**config.mk**
```make
export PLATFORM = sky130hd
export DESIGN_NAME = dep_cell
export DESIGN_NICKNAME = d
export VERILOG_FILES = /design/src/rtl/dep_pkg.sv /design/src/rtl/dep_cell.sv
export SDC_FILE = /design/constraint.sdc
export NUM_CORES = 1
export LEC_CHECK = 0
export BUFFER_PORTS_ARGS = -buffer_cell sky130_fd_sc_hd__clkbuf_2
export CELL_PAD_IN_SITES_DETAIL_PLACEMENT = 0
export CELL_PAD_IN_SITES_GLOBAL_PLACEMENT = 1
export CORE_ASPECT_RATIO = 1.2
export CORE_MARGIN = 1.5
export CORE_UTILIZATION = 29
export CTS_CLUSTER_DIAMETER = 60
export DETAILED_ROUTE_END_ITERATION = 10
export PLACE_DENSITY = 0.84
export SYNTH_ARGS = -nofsm -noshare
export SYNTH_HDL_FRONTEND = slang
export SYNTH_SLANG_ARGS = --single-unit
```
**constraint.sdc**
```tcl
create_clock -name i_clk -period 3.8 [get_ports i_clk]
set_clock_uncertainty 0.05 [all_clocks]
set_input_delay 0.19 -clock i_clk [delete_from_list [all_inputs] [get_ports i_clk]]
set_output_delay 0.19 -clock i_clk [all_outputs]
set_load 0.05 [all_outputs]
```
**src/rtl/dep_pkg.sv**
```systemverilog
`default_nettype none
package dep_pkg;

    localparam int CAPACITY_DEF = 64;
    localparam int DATA_W       = 32;
    localparam int OP_W         = 3;
    localparam int STATUS_W     = 2;
    localparam int COUNT_OUT_W  = 7;

    typedef enum logic [OP_W-1:0] {
        OP_INSERT      = 3'd0,
        OP_EXTRACT_MIN = 3'd1,
        OP_GET_MIN     = 3'd2,
        OP_EXTRACT_MAX = 3'd3,
        OP_GET_MAX     = 3'd4,
        OP_SIZE        = 3'd5,
        OP_CLEAR       = 3'd6
    } t_op;

    typedef enum logic [STATUS_W-1:0] {
        ST_OK    = 2'd0,
        ST_VALUE = 2'd1,
        ST_EMPTY = 2'd2,
        ST_FULL  = 2'd3
    } t_status;

    // per-cycle command broadcast to every cell
    typedef struct packed {
        logic ins;
        logic pop_min;
    } t_cell_ctl;

endpackage
`default_nettype wire

```
**src/rtl/dep_cell.sv**
```systemverilog
`default_nettype none
module dep_cell
    import dep_pkg::*;
(
    input  wire logic                     i_clk,
    input  wire t_cell_ctl                i_ctl,
    input  wire logic signed [DATA_W-1:0] i_value,
    input  wire logic                     i_occ,
    input  wire logic                     i_prev_stay,
    input  wire logic signed [DATA_W-1:0] i_prev_value,
    input  wire logic signed [DATA_W-1:0] i_next_value,
    input  wire logic                     i_next_occ,
    output logic signed [DATA_W-1:0]      o_value,
    output logic                          o_stay,
    output logic                          o_last
);

    logic signed [DATA_W-1:0] r_value;
    logic signed [DATA_W-1:0] n_value;

    // equal values stay ahead of the new word
    assign o_stay  = i_occ && (r_value <= i_value);
    assign o_last  = i_occ && !i_next_occ;
    assign o_value = r_value;

    always_comb begin
        n_value = r_value;
        if (i_ctl.ins) begin
            if (o_stay) begin
                n_value = r_value;
            end else if (i_prev_stay) begin
                n_value = i_value;
            end else begin
                n_value = i_prev_value;
            end
        end else if (i_ctl.pop_min) begin
            n_value = i_next_value;
        end
    end

    always_ff @(posedge i_clk) begin
        r_value <= n_value;
    end

endmodule
`default_nettype wire

```
==> flow_metrics.tcl <==
set metrics [dict create \
    status "completed" \
    power_density_nw_per_um2 340 \
    rows 36 \
    postCtsHoldBufs 0 \
    finalHoldViolations 0 \
    fin_crit_sh_pct 73.7 \
    yosys_register_bits 32 \
    start_util_pct 30.3 \
    rsz0062_at_grt "no" \
    crit_family "simple AND/OR/NAND/NOR gates" \
    max_stage_delay_ns 0.57 \
    final.fill_count 876 \
    core-area_um2 8240 \
    routed_via_density 4.61 \
    die_h_um 105 \
    critPathMaxFanout 3 \
    grt_pass1_vias 2384 \
    synth_edf_count 32 \
    grt_max_degree 59 \
    grt-ovfl-total 0 \
    critical_path_buf_inv_count 1 \
    insertion_delay_ns 0.28 \
    synthesis.area_um2 2500 \
    yosys_warnings 0 \
    fin_cells 504 \
    cts_resized 0 \
    drt_pass1_iterations 4 \
    crit_type "flop to output port" \
    hold_path_class "input port to flop" \
    min_period_ns 2.80 \
    crit_path_start_kind "flop" \
    synthTopCellsByArea "edfxtp_1, ha_1, mux2i_1, a21oi_1, inv_1" \
    finalWirelength_um 6610 \
    antenna_left 0 \
    drv_cap 0 \
    io_pins 136 \
    synth_top_flop_cell "edfxtp_1" \
    finalNetCount 524 \
    yosys.area.top_type "edfxtp_1" \
    slew_headroom_pct 28.1 \
    dieArea_um2 9180 \
    largest_register_ff_count 32 \
    timing.hold.ws_ns 0.180 \
    cts_root_buf "clkbuf_8" \
    cts_max_level 2 \
    cp_data_arrival_time_ns 2.56 \
    worstPathRequired_ns 3.56 \
    grt_usage_pct 14.4 \
    cts_tree "yes" \
    yosysTopAreaCellShare_pct 38.5 \
    die_w_um 87.7 \
    clk_path_buf_depth 2 \
    hpwl_um 5400 \
    gp_congestion 0.748 \
    worst_slack_ns 0.998 \
    post_cts_buffers 0 \
    drcViolationCount 0 \
    final_util_pct 41.0 \
    vdd_ir_drop_max_uv 175 \
    critPathSlowestCell "nor4_1" \
    fmax_mhz 357 \
    numCtsBuffers 5 \
    p_leak_nw 1.77 \
    synth.distinct_cells 33 \
    pre_cts_slack_ns 1.09 \
    synth_nets 391 \
    ff2ff_setup_slack_ns 1.13 \
    vias 2324 \
    avgRoutedWirePerCell_um 13.1 \
    end_kind "output port" \
    area_delta_synth_final_pct 35.2 \
    io_buffers 135 \
    yosysSeqAreaShare_pct 38.5 \
    avgSynthCellArea_um2 9.72 \
    maxSlewViolCount 0 \
    path_clk_slew_ns 0.06 \
    drive_above_1_share_pct 37.9 \
    setup_tns_ns 0 \
    cts_sinks 32 \
    ys_async_sr_fraction_pct 0 \
    dp_cells 497 \
    initialDrtViolationCount 36 \
    n_antenna_cell 0 \
    crit_path_cell_trace "ha_1 -> nand4_1 -> or2_1 -> a211oi_1 -> nor4_1 -> a31o_1 -> clkbuf_2" \
    antenna_found_initial 0 \
    grt_pass1_wl_um 10400 \
    setup_viol 0 \
    worstMarginPinSlew_ns 1.08 \
    synthCells 257 \
]
## tightest hold or removal path: cells and delay by family
family | cells | cell delay [ns]
AO/OA/AOI/OAI | 1 | 0.09
buffers and inverters | 1 | 0.07
AND/OR/NAND/NOR | 1 | 0.03
## per-layer routing
| layer | GRT usage, % | share of wire (%) |
|---|---|---|
| met3 | 3.24 | 6.6 |
| met1 | 16.2 | 42 |
| met4 | 3.63 | 1.6 |
| met5 | 0 | 0 |
| met2 | 26.7 | 50 |
## area by class of cell
| class | count | area, µm² | area share (%) |
|---|---|---|---|
| Clock buffer | 5 | 68.8 | 2.04 |
| Clock inverter | 2 | 7.51 | 0.222 |
| Inverter | 33 | 124 | 3.67 |
| Multi-Input combinational cell | 181 | 1380 | 40.9 |
| Sequential cell | 32 | 961 | 28.5 |
| Tap cell | 114 | 143 | 4.22 |
| Timing Repair Buffer | 137 | 691 | 20.5 |
## final timing paths
check                   start          end  depth (start not counted)
max               o_value[30]       o_stay                          7
min          i_next_value[14]  o_value[14]                          3
max reg2reg       o_value[30]   o_value[3]                          7
min reg2reg       o_value[31]   o_value[1]                          5
## synth_stat cells (2+ instances only)
master	n
mux2i_1	32
nor2_1	33
nor2b_1	2
nor4_1	2
nand3_1	5
buf_1	2
buf_2	3
inv_1	33
nand2_1	4
nand4_1	5
a21oi_1	43
a21o_1	5
clkbuf_1	6
edfxtp_1	32
ha_1	32
## where the power goes
part           internal, mW  switching (mW)
clock network         0.121           0.120
logic                 0.148           0.298
registers             0.440          0.0212
## logic make-up (layout without fill, tap and decap cells)
| kind of cell | after synthesis | count (layout) | synth area share, % |
|---|---|---|---|
| AND/OR/NAND/NOR | 58 | 58 | 12.0 |
| flip-flops | 32 | 32 | 38.5 |
| AO/OA/AOI/OAI | 59 | 59 | 13.9 |
| buffers and inverters | 44 | 177 | 6.76 |
| multiplexers | 32 | 32 | 12.8 |
| adder cells (fa/ha/maj) | 32 | 32 | 16.0 |
## cell usage in the layout, fill, tap and decap left out
master / n
a2111o_1: 1
a211oi_1: 1
a21boi_2: 1
a21o_1: 5
a21oi_1: 43
a221o_1: 1
a31o_1: 1
a31oi_4: 1
a32oi_1: 1
and2_1: 1
and2b_1: 1
and4_1: 1
buf_4: 2
clkbuf_2: 135
clkbuf_8: 5
clkinv_1: 2
edfxtp_1: 32
ha_1: 32
inv_1: 33
mux2i_1: 32
nand2_1: 4
nand3_1: 5
nand4_1: 5
nand4_4: 1
nor2_1: 33
nor2b_1: 2
nor3_4: 1
nor4_1: 2
nor4_2: 1
o211ai_1: 1
o21ai_0: 1
o22ai_1: 1
o31ai_2: 1
or2_1: 1
## metrics by stage
step | instance area, µm² | power (mW)
2_1_floorplan | 2500 | 0.773
3_3_place_gp | 3300 | 0.910
3_5_place_dp | 3300 | 0.921
4_1_cts | 3380 | 1.17
5_1_grt | 3380 | 1.22
6_report | 3380 | 1.15
Note: power is estimated with default switching activity, not from simulation.
